===== src/design/arpc_pkg.sv =====
// Shared types, constants and helpers for the ARP cache table.
package arpc_pkg;

   localparam int TABLE_ENTRIES_DEF = 32;

   localparam int OP_W      = 2;
   localparam int IP_W      = 32;
   localparam int MAC_W     = 48;
   localparam int SLOT_W    = 5;
   localparam int EXP_W     = 6;
   localparam int AGE_W     = 8;
   localparam int TICK_W    = 32;
   localparam int LFSR_W    = 16;
   localparam int MOD_CNT_W = 5;

   localparam logic [OP_W-1:0] OP_LOOKUP = 2'd0;
   localparam logic [OP_W-1:0] OP_INSERT = 2'd1;
   localparam logic [OP_W-1:0] OP_TICK   = 2'd2;

   localparam logic [AGE_W-1:0]  AGE_LIMIT_RST = 8'd15;
   localparam logic [LFSR_W-1:0] LFSR_SEED     = 16'hACE1;
   localparam logic [EXP_W-1:0]  EXP_MAX       = 6'd63;

   typedef struct packed {
      logic              valid;
      logic [TICK_W-1:0] added;
      logic [IP_W-1:0]   ip;
   } tag_type;

   typedef struct packed {
      logic clear_step;
      logic load;
      logic scan_step;
      logic mod_start;
      logic mod_step;
      logic repl_write;
   } cmd_type;

   typedef struct packed {
      logic clear_last;
      logic entry_stop;
      logic entry_last;
      logic mod_last;
   } sts_type;

   function automatic logic [LFSR_W-1:0] lfsr_next(input logic [LFSR_W-1:0] s);
      logic fb;
      fb = s[0] ^ s[2] ^ s[3] ^ s[5];
      return {fb, s[LFSR_W-1:1]};
   endfunction

endpackage


===== src/design/arp_cache_table_core.sv =====
// Top level of the ARP cache table: IPv4-to-MAC cache with aging.
// Every lookup, insert and tick command scans the entry RAM one entry per cycle through its
//   read port; the strobe follows a full scan, or comes earlier on a hit or a free slot; a
//   full-table insert adds the two-step slot remainder and the replacement write.
// A command is taken only once the last has given its result; an unused opcode skips the scan.
// Reset: a clearing pass over every entry runs with busy high; csr writes still land.
// Results are a one-cycle strobe and cannot be stalled by the receiver.
module arp_cache_table_core import arpc_pkg::*; #(
   parameter int TABLE_ENTRIES = TABLE_ENTRIES_DEF
) (
   input  logic               clock,
   input  logic               reset,
   input  logic               start,
   output logic               busy,
   input  logic [OP_W-1:0]    req_operation,
   input  logic [IP_W-1:0]    req_ip_address,
   input  logic [MAC_W-1:0]   req_mac_in,
   output logic               rsp_valid,
   output logic               rsp_hit,
   output logic [MAC_W-1:0]   rsp_mac_out,
   output logic [SLOT_W-1:0]  rsp_slot,
   output logic               rsp_replaced,
   output logic [EXP_W-1:0]   rsp_expired_count,
   input  logic               csr_wr_en,
   input  logic [AGE_W-1:0]   csr_wr_data
);

   cmd_type cmd;
   sts_type sts;

   arpc_ctrl u_ctrl (
      .clock         (clock),
      .reset         (reset),
      .start         (start),
      .req_operation (req_operation),
      .sts           (sts),
      .cmd           (cmd),
      .busy          (busy),
      .rsp_valid     (rsp_valid)
   );

   arpc_dpath #(.TABLE_ENTRIES(TABLE_ENTRIES)) u_dpath (
      .clock             (clock),
      .reset             (reset),
      .cmd               (cmd),
      .sts               (sts),
      .req_operation     (req_operation),
      .req_ip_address    (req_ip_address),
      .req_mac_in        (req_mac_in),
      .csr_wr_en         (csr_wr_en),
      .csr_wr_data       (csr_wr_data),
      .rsp_hit           (rsp_hit),
      .rsp_mac_out       (rsp_mac_out),
      .rsp_slot          (rsp_slot),
      .rsp_replaced      (rsp_replaced),
      .rsp_expired_count (rsp_expired_count)
   );

endmodule


===== src/design/arpc_ram.sv =====
// Generic single-write, single-read RAM with registered read data.
module arpc_ram #(
   parameter int WIDTH = 8,
   parameter int DEPTH = 32
) (
   input  logic                     clock,
   input  logic                     wr_en,
   input  logic [$clog2(DEPTH)-1:0] wr_addr,
   input  logic [WIDTH-1:0]         wr_data,
   input  logic [$clog2(DEPTH)-1:0] rd_addr,
   output logic [WIDTH-1:0]         rd_data
);

   logic [WIDTH-1:0] mem_ff [DEPTH];
   logic [WIDTH-1:0] rd_data_ff;

   always_ff @(posedge clock) begin
      if (wr_en) begin
         mem_ff[wr_addr] <= wr_data;
      end
      rd_data_ff <= mem_ff[rd_addr];
   end

   assign rd_data = rd_data_ff;

endmodule


===== src/design/arpc_ctrl.sv =====
// Controller state machine for the ARP cache table.
module arpc_ctrl import arpc_pkg::*; (
   input  logic            clock,
   input  logic            reset,
   input  logic            start,
   input  logic [OP_W-1:0] req_operation,
   input  sts_type         sts,
   output cmd_type         cmd,
   output logic            busy,
   output logic            rsp_valid
);

   localparam logic [2:0] ST_CLEAR = 3'd0;
   localparam logic [2:0] ST_IDLE  = 3'd1;
   localparam logic [2:0] ST_SCAN  = 3'd2;
   localparam logic [2:0] ST_MOD   = 3'd3;
   localparam logic [2:0] ST_WRITE = 3'd4;
   localparam logic [2:0] ST_DONE  = 3'd5;

   logic [2:0]      state_ff, state_in;
   logic [OP_W-1:0] op_ff, op_in;

   always_comb begin
      state_in = state_ff;
      op_in    = op_ff;
      cmd      = '0;
      case (state_ff)
         ST_CLEAR: begin
            cmd.clear_step = 1'b1;
            if (sts.clear_last) begin
               state_in = ST_IDLE;
            end
         end
         ST_IDLE: begin
            if (start) begin
               cmd.load = 1'b1;
               op_in    = req_operation;
               if (req_operation == OP_LOOKUP || req_operation == OP_INSERT ||
                   req_operation == OP_TICK) begin
                  state_in = ST_SCAN;
               end else begin
                  state_in = ST_DONE;
               end
            end
         end
         ST_SCAN: begin
            cmd.scan_step = 1'b1;
            if (sts.entry_stop) begin
               state_in = ST_DONE;
            end else if (sts.entry_last) begin
               if (op_ff == OP_INSERT) begin
                  cmd.mod_start = 1'b1;
                  state_in      = ST_MOD;
               end else begin
                  state_in = ST_DONE;
               end
            end
         end
         ST_MOD: begin
            cmd.mod_step = 1'b1;
            if (sts.mod_last) begin
               state_in = ST_WRITE;
            end
         end
         ST_WRITE: begin
            cmd.repl_write = 1'b1;
            state_in       = ST_DONE;
         end
         ST_DONE: begin
            state_in = ST_IDLE;
         end
         default: begin
            state_in = ST_IDLE;
         end
      endcase
   end

   always_ff @(posedge clock) begin
      if (reset) begin
         state_ff <= ST_CLEAR;
      end else begin
         state_ff <= state_in;
      end
      op_ff <= op_in;
   end

   assign busy      = (state_ff != ST_IDLE);
   assign rsp_valid = (state_ff == ST_DONE);

endmodule


===== src/design/arpc_dpath.sv =====
// Datapath for the ARP cache table: entry stores, scan, aging and replacement.
module arpc_dpath import arpc_pkg::*; #(
   parameter int TABLE_ENTRIES = TABLE_ENTRIES_DEF
) (
   input  logic               clock,
   input  logic               reset,
   input  cmd_type            cmd,
   output sts_type            sts,
   input  logic [OP_W-1:0]    req_operation,
   input  logic [IP_W-1:0]    req_ip_address,
   input  logic [MAC_W-1:0]   req_mac_in,
   input  logic               csr_wr_en,
   input  logic [AGE_W-1:0]   csr_wr_data,
   output logic               rsp_hit,
   output logic [MAC_W-1:0]   rsp_mac_out,
   output logic [SLOT_W-1:0]  rsp_slot,
   output logic               rsp_replaced,
   output logic [EXP_W-1:0]   rsp_expired_count
);

   localparam int IDX_W   = $clog2(TABLE_ENTRIES);
   localparam int CNT_W   = $clog2(TABLE_ENTRIES + 1);
   localparam int TAG_W   = $bits(tag_type);
   localparam int RCP_SH  = 32;
   localparam int PROD_W  = LFSR_W + RCP_SH;
   localparam logic [CNT_W-1:0]   CNT_TOP   = CNT_W'(TABLE_ENTRIES);
   localparam logic [CNT_W-1:0]   CNT_LAST  = CNT_W'(TABLE_ENTRIES - 1);
   localparam logic [IDX_W-1:0]   IDX_LAST  = IDX_W'(TABLE_ENTRIES - 1);
   localparam logic [LFSR_W-1:0]  MOD_DIV   = LFSR_W'(TABLE_ENTRIES);
   localparam logic [RCP_SH-1:0]  RCP_MUL   =
      RCP_SH'(((longint'(1) << RCP_SH) + longint'(TABLE_ENTRIES) - longint'(1)) /
              longint'(TABLE_ENTRIES));

   logic [AGE_W-1:0]     age_limit_ff, age_limit_in;
   logic [TICK_W-1:0]    now_ff, now_in;
   logic [LFSR_W-1:0]    lfsr_ff, lfsr_in;
   logic [OP_W-1:0]      op_ff, op_in;
   logic [IP_W-1:0]      key_ip_ff, key_ip_in;
   logic [MAC_W-1:0]     key_mac_ff, key_mac_in;
   logic [CNT_W-1:0]     cnt_ff, cnt_in;
   logic                 chk_vld_ff, chk_vld_in;
   logic [IDX_W-1:0]     chk_idx_ff, chk_idx_in;
   logic [LFSR_W-1:0]    div_ff, div_in;
   logic [LFSR_W-1:0]    quot_ff, quot_in;
   logic [IDX_W-1:0]     rem_ff, rem_in;
   logic [MOD_CNT_W-1:0] mod_cnt_ff, mod_cnt_in;
   logic                 hit_ff, hit_in;
   logic [MAC_W-1:0]     mac_out_ff, mac_out_in;
   logic [SLOT_W-1:0]    slot_ff, slot_in;
   logic                 replaced_ff, replaced_in;
   logic [EXP_W-1:0]     expired_ff, expired_in;

   tag_type              tag_rd, tag_wr, tag_new;
   logic [TAG_W-1:0]     tag_rd_bits;
   logic [MAC_W-1:0]     mac_rd;
   logic                 tag_we, mac_we;
   logic [IDX_W-1:0]     wr_addr, rd_addr;
   logic                 issue;
   logic [TICK_W-1:0]    age;
   logic                 hit_now, free_now, expire_now;
   logic [PROD_W-1:0]    quot_prod;
   logic [LFSR_W-1:0]    rem_full;
   logic [LFSR_W-1:0]    lfsr_step;

   arpc_ram #(.WIDTH(TAG_W), .DEPTH(TABLE_ENTRIES)) u_tag_ram (
      .clock   (clock),
      .wr_en   (tag_we),
      .wr_addr (wr_addr),
      .wr_data (tag_wr),
      .rd_addr (rd_addr),
      .rd_data (tag_rd_bits)
   );

   arpc_ram #(.WIDTH(MAC_W), .DEPTH(TABLE_ENTRIES)) u_mac_ram (
      .clock   (clock),
      .wr_en   (mac_we),
      .wr_addr (wr_addr),
      .wr_data (key_mac_ff),
      .rd_addr (rd_addr),
      .rd_data (mac_rd)
   );

   assign tag_rd     = tag_rd_bits;
   assign issue      = cmd.scan_step && (cnt_ff < CNT_TOP);
   assign rd_addr    = issue ? cnt_ff[IDX_W-1:0] : '0;
   assign age        = now_ff - tag_rd.added;
   assign hit_now    = chk_vld_ff && (op_ff == OP_LOOKUP) && tag_rd.valid &&
                       (tag_rd.ip == key_ip_ff);
   assign free_now   = chk_vld_ff && (op_ff == OP_INSERT) && !tag_rd.valid;
   assign expire_now = chk_vld_ff && (op_ff == OP_TICK) && tag_rd.valid &&
                       (age > TICK_W'(age_limit_ff));
   assign quot_prod  = PROD_W'(div_ff) * PROD_W'(RCP_MUL);
   assign rem_full   = div_ff - quot_ff * MOD_DIV;
   assign lfsr_step  = lfsr_next(lfsr_ff);

   assign sts.clear_last = (cnt_ff == CNT_LAST);
   assign sts.entry_stop = hit_now || free_now;
   assign sts.entry_last = chk_vld_ff && (chk_idx_ff == IDX_LAST);
   assign sts.mod_last   = (mod_cnt_ff == MOD_CNT_W'(1));

   always_comb begin
      tag_new.valid = 1'b1;
      tag_new.added = now_ff;
      tag_new.ip    = key_ip_ff;
      tag_we        = 1'b0;
      mac_we        = 1'b0;
      wr_addr       = chk_idx_ff;
      tag_wr        = tag_new;
      if (cmd.clear_step) begin
         tag_we  = 1'b1;
         wr_addr = cnt_ff[IDX_W-1:0];
         tag_wr  = '0;
      end else if (cmd.repl_write) begin
         tag_we  = 1'b1;
         mac_we  = 1'b1;
         wr_addr = rem_ff;
      end else if (cmd.scan_step && free_now) begin
         tag_we = 1'b1;
         mac_we = 1'b1;
      end else if (cmd.scan_step && expire_now) begin
         tag_we       = 1'b1;
         tag_wr       = tag_rd;
         tag_wr.valid = 1'b0;
      end
   end

   always_comb begin
      age_limit_in = csr_wr_en ? csr_wr_data : age_limit_ff;
      now_in       = now_ff;
      lfsr_in      = lfsr_ff;
      op_in        = op_ff;
      key_ip_in    = key_ip_ff;
      key_mac_in   = key_mac_ff;
      cnt_in       = cnt_ff;
      chk_vld_in   = issue;
      chk_idx_in   = chk_idx_ff;
      div_in       = div_ff;
      quot_in      = quot_ff;
      rem_in       = rem_ff;
      mod_cnt_in   = mod_cnt_ff;
      hit_in       = hit_ff;
      mac_out_in   = mac_out_ff;
      slot_in      = slot_ff;
      replaced_in  = replaced_ff;
      expired_in   = expired_ff;

      if (cmd.load) begin
         op_in       = req_operation;
         key_ip_in   = req_ip_address;
         key_mac_in  = req_mac_in;
         cnt_in      = '0;
         hit_in      = 1'b0;
         mac_out_in  = '0;
         slot_in     = '0;
         replaced_in = 1'b0;
         expired_in  = '0;
         if (req_operation == OP_TICK) begin
            now_in = now_ff + TICK_W'(1);
         end
      end

      if (cmd.clear_step) begin
         cnt_in = cnt_ff + CNT_W'(1);
      end

      if (issue) begin
         cnt_in     = cnt_ff + CNT_W'(1);
         chk_idx_in = cnt_ff[IDX_W-1:0];
      end

      if (cmd.scan_step) begin
         if (hit_now) begin
            hit_in     = 1'b1;
            mac_out_in = mac_rd;
            slot_in    = SLOT_W'(chk_idx_ff);
         end
         if (free_now) begin
            slot_in = SLOT_W'(chk_idx_ff);
         end
         if (expire_now && expired_ff != EXP_MAX) begin
            expired_in = expired_ff + EXP_W'(1);
         end
      end

      if (cmd.mod_start) begin
         lfsr_in    = lfsr_step;
         div_in     = lfsr_step;
         rem_in     = '0;
         mod_cnt_in = MOD_CNT_W'(2);
      end

      if (cmd.mod_step) begin
         if (mod_cnt_ff == MOD_CNT_W'(2)) begin
            quot_in = quot_prod[PROD_W-1:RCP_SH];
         end else begin
            rem_in = rem_full[IDX_W-1:0];
         end
         mod_cnt_in = mod_cnt_ff - MOD_CNT_W'(1);
      end

      if (cmd.repl_write) begin
         replaced_in = 1'b1;
         slot_in     = SLOT_W'(rem_ff);
      end
   end

   always_ff @(posedge clock) begin
      if (reset) begin
         age_limit_ff <= AGE_LIMIT_RST;
         now_ff       <= '0;
         lfsr_ff      <= LFSR_SEED;
         cnt_ff       <= '0;
         chk_vld_ff   <= 1'b0;
         mod_cnt_ff   <= '0;
      end else begin
         age_limit_ff <= age_limit_in;
         now_ff       <= now_in;
         lfsr_ff      <= lfsr_in;
         cnt_ff       <= cnt_in;
         chk_vld_ff   <= chk_vld_in;
         mod_cnt_ff   <= mod_cnt_in;
      end
      op_ff       <= op_in;
      key_ip_ff   <= key_ip_in;
      key_mac_ff  <= key_mac_in;
      chk_idx_ff  <= chk_idx_in;
      div_ff      <= div_in;
      quot_ff     <= quot_in;
      rem_ff      <= rem_in;
      hit_ff      <= hit_in;
      mac_out_ff  <= mac_out_in;
      slot_ff     <= slot_in;
      replaced_ff <= replaced_in;
      expired_ff  <= expired_in;
   end

   assign rsp_hit           = hit_ff;
   assign rsp_mac_out       = mac_out_ff;
   assign rsp_slot          = slot_ff;
   assign rsp_replaced      = replaced_ff;
   assign rsp_expired_count = expired_ff;

endmodule


===== config.mk =====
export PLATFORM = sky130hd
export DESIGN_NAME = arp_cache_table_core
export DESIGN_NICKNAME = d
export VERILOG_FILES = /design/src/design/arpc_pkg.sv /design/src/design/arp_cache_table_core.sv /design/src/design/arpc_ram.sv /design/src/design/arpc_ctrl.sv /design/src/design/arpc_dpath.sv
export SDC_FILE = /design/constraint.sdc
export NUM_CORES = 2
export LEC_CHECK = 0
export BUFFER_PORTS_ARGS = -buffer_cell sky130_fd_sc_hd__buf_4
export CAP_MARGIN = 40
export CORE_MARGIN = 4
export CORE_UTILIZATION = 45
export CTS_BUF_LIST = sky130_fd_sc_hd__clkbuf_8 sky130_fd_sc_hd__clkbuf_16
export DETAILED_ROUTE_END_ITERATION = 8
export GPL_ROUTABILITY_DRIVEN = 0
export GPL_TIMING_DRIVEN = 0
export PLACE_DENSITY = 0.71
export SLEW_MARGIN = 20
export SYNTH_ARGS = -nofsm -noshare
export SYNTH_HDL_FRONTEND = slang
export SYNTH_SLANG_ARGS = --single-unit

===== constraint.sdc =====
create_clock -name clock -period 18.6 [get_ports clock]
set_input_delay 0.93 -clock clock [delete_from_list [all_inputs] [get_ports clock]]
set_output_delay 0.93 -clock clock [all_outputs]
set_load 0.03 [all_outputs]

==> flow_summary.toml <==
[final_layout]
nets = 9733
synthToLayoutAreaGrowth_pct = 19.24
final_layout_size_suffix_gt1_frac = 0.2353

[sta]
final.setup_skew_ns = 0.09454
rsz_0062_raised_after_global_routing = "no"
fin_setup_tns_ns = 0
final_cycle_utilization_of_the_critical_path = 0.4310
report.final.slew_viol_count = 0
pin_slew_with_the_least_headroom_to_its_limit_ns = 0.9955
timing.fmax_mhz = 124.7
max-slew-margin-rel = 0.3363
timing.final.setup_violations = 0
hold_viol_final = 0
period_needed_ns = 8.017

[floorplan]
fp-row-count = 212
num_io_pins = 157
die_w_um = 588.8
fp.coreArea_um2 = 334800
chipHeight_um = 588.8
initial_core_util = 0.4534
dieArea_um2 = 346700

[detailed_routing]
via_per_inst = 6.553
routed_wire_length_per_instance_um = 34.07
vias = 94640
drc_errors = 0
wirelength_um = 492100
drt_iter0_drc = 17720
postRouteAntennaNets = 0
dr.pass1.iters = 7

[power_and_ir_drop]
power.density_nw_per_um2 = 125.6
power.ir.vdd_worst_uv = 103.2
fin_total_pwr_mw = 22.74
leakagePower_nw = 57.74

[global_route]
pin_count_of_the_biggest_net_entering_global_routing = 52
number_of_global_route_vias_before_repair = 91450
antenna_violations_before_repair = 33
grt_first_pass_wirelength_um = 682800
grt_overflow = 0
grt_usage = 0.2754

[logic_synthesis]
avgSynthCellArea_um2 = 18.20
synth_common_cells = "3708 x edfxtp_1, 598 x mux4_2, 551 x o21ai_0"
yosys_register_bits = 3958
yosys.area.top_type_share = 0.7336
synth_largest_area_cell = "edfxtp_1"
synthMostInstantiatedCell = "edfxtp_1"
synth_cells = 8341
synth-seq-area-share = 0.7665
yosys_warnings = 0
ys_async_sr_fraction = 0
synth_cell_types = 80
syn-num-nets = 8481
synth_top_flop_cell = "edfxtp_1"
synth_edf_count = 3708
ys_top_cells_by_area = "edfxtp_1 73%, mux4_2 8.9%, dfxtp_1 3.3%"
syn_area_um2 = 151800

[placed_design]
place_hpwl_um = 348600
io_buffer_count = 155

[clock_network]
clk-insertion-delay-late_ns = 0.97
cts_root_buf = "clkbuf_16"
htree_num_levels = 5
cts.hold.buffers_added = 0
clock_slew_seen_by_the_registers_of_the_worst_setup_and_hold_paths_ns = 0.07
postCtsSetupBuffers = 0
postCtsResizedCells = 0
clock_sinks = 3958
cts_buffer_depth = 4
cts_tree = "yes"
tritoncts.num_buffers = 382

[critical_path]
timing.critical_path.from = "u_dpath.u_tag_ram.rd_data[36]"
critPathLaunchType = "flip-flop"
critPathArrivalTime_ns = 8.68
maximum_fanout_count_along_the_critical_path = 10
r2r.worst_path.cells = 27
r2r-start = "u_dpath.u_tag_ram.rd_data[36]"
critPathKind = "reg2reg"
worst-endpoint-required_ns = 19.26
critPathCaptureType = "flip-flop"

[min_path]
worst_hold_startpoint = "req_mac_in[20]"
holdPathStages = 1
timing.hold.worst.class = "in2reg"

[run]
reported_max_cap_violation_count = 0

[run_status]
run_status = "finished, final reports clean"
## stage by stage
| step | utilization | cells | setup WS [ns] | hold slack, ns | cell area [µm²] |
|---|---|---|---|---|---|
| 2_1_floorplan | - | 8341 | 10.20 | 0.4014 | 151800 |
| 3_3_place_gp | 0.4737 | 12990 | 0.3641 | 0.4167 | 158600 |
| 3_5_place_dp | 0.5013 | 13650 | 10.96 | 0.4198 | 167800 |
| 4_1_cts | 0.5382 | 14350 | 10.91 | 0.1271 | 180200 |
| 6_report | 0.5407 | 14440 | 10.58 | 0.1553 | 181000 |
| 5_1_grt | 0.5405 | 14410 | 10.61 | 0.1349 | 180900 |
## registers in the layout (all words and copies together), names as in the netlist, 8 cells and up
register and flops:
u_dpath.u_tag_ram.mem_ff 2080, u_dpath.u_mac_ram.mem_ff 1536, u_dpath.u_tag_ram.rd_data 65, u_dpath.key_mac_ff 48
u_dpath.rsp_mac_out 48, u_dpath.u_mac_ram.rd_data 48, u_dpath.key_ip_ff 32, u_dpath.now_ff 32
u_dpath.lfsr_ff 16, u_dpath.age_limit_ff 8
## kinds of logic after synthesis
kind of cell / synth area share
DFF: 0.7665
AOI/OAI and AO/OA: 0.07510
and+or+nand+nor: 0.03194
muxes: 0.1015
buffers and inverters: 0.01646
xor gates and xnor gates: 0.004616
adders and majority gates: 0.003841
## worst max-delay path: stages, from the launching register on
cell,delay [ns]
dfxtp_1,0.72
inv_1,0.11
ha_1,0.30
buf_2,0.17
a21o_1,0.17
a21oi_2,0.32
nand2_1,0.12
xor2_1,0.21
ha_1,0.28
a21o_1,0.18
a221o_1,0.35
nor3_1,0.17
a211oi_1,0.14
a2111oi_0,0.63
o2111ai_1,0.23
nor4_1,0.55
a41oi_2,0.25
buf_6,0.24
buf_2,0.35
a211oi_4,0.64
buf_6,0.26
nor3_2,0.13
buf_4,0.26
buf_4,0.21
buf_6,0.17
buf_6,0.15
buf_4,0.20
buf_4,0.18
## cell type report
cell class,instances,area (µm²)
Clock buffer,406,9991
Timing Repair Buffer,868,10150
Antenna cell,38,95.09
Tap cell,4494,5623
Fill cell,25020,153800
Multi-Input combinational cell,3738,33830
Clock inverter,295,2351
Sequential cell,3958,116400
Buffer,577,2342
Inverter,68,262.8
## layout by cell type (no fill, tap or decap), types with 27 or more instances in the layout
cell type | netlist | routed
mux4_2 | 598 | 598
xor2_1 | 38 | 38
nor2_1 | 200 | 165
o21ai_1 | 61 | 49
clkinv_2 | 0 | 62
o21ai_0 | 551 | 501
buf_2 | 41 | 64
edfxtp_1 | 3708 | 3708
o22ai_1 | 360 | 360
a31oi_1 | 73 | 73
o21ai_2 | 1 | 37
mux2_2 | 39 | 39
dfxtp_1 | 250 | 250
nand3_1 | 164 | 164
clkinv_1 | 0 | 72
buf_8 | 0 | 89
buf_1 | 89 | 73
a211oi_1 | 85 | 85
o221ai_1 | 416 | 416
buf_16 | 0 | 71
clkbuf_2 | 0 | 57
inv_1 | 66 | 146
buf_6 | 3 | 195
nor3_2 | 1 | 34
nand2_1 | 519 | 519
bufinv_16 | 0 | 35
ha_1 | 45 | 45
clkbuf_16 | 0 | 391
diode_2 | 0 | 38
mux2i_1 | 150 | 150
nor3_1 | 60 | 27
buf_4 | 1 | 442
buf_12 | 0 | 67
a21oi_1 | 61 | 61
nor2_4 | 0 | 32
xnor2_1 | 42 | 42
or3_1 | 30 | 30
clkbuf_1 | 443 | 384
## where the power goes
group          switching (mW)  leakage [nW]  internal [mW]
logic                    2.66          16.4           1.25
clock network            3.34          6.34           4.36
registers               0.345          35.0           10.8
## layer usage
| metal | vias to the layer above | GRT usage | wire length [µm] | share of wire |
|---|---|---|---|---|
| li1 | 36850 | - | - | - |
| met4 | 20 | 0.1695 | 37540 | 0.076 |
| met5 | - | 0 | 136 | 0.00028 |
| met2 | 8653 | 0.4121 | 218400 | 0.44 |
| met1 | 47440 | 0.3521 | 163200 | 0.33 |
| met3 | 1681 | 0.08666 | 72810 | 0.15 |
## worst paths after layout
kind | endpoint | slack, ns
max | u_dpath.u_tag_ram.mem_ff[28][14] | 10.58
min | u_dpath.key_mac_ff[20] | 0.16
min reg2reg | u_dpath.chk_idx_ff[4] | 0.43
max reg2reg | u_dpath.u_tag_ram.mem_ff[28][14] | 10.58
No activity file was read; power rests on OpenSTA's default activity.
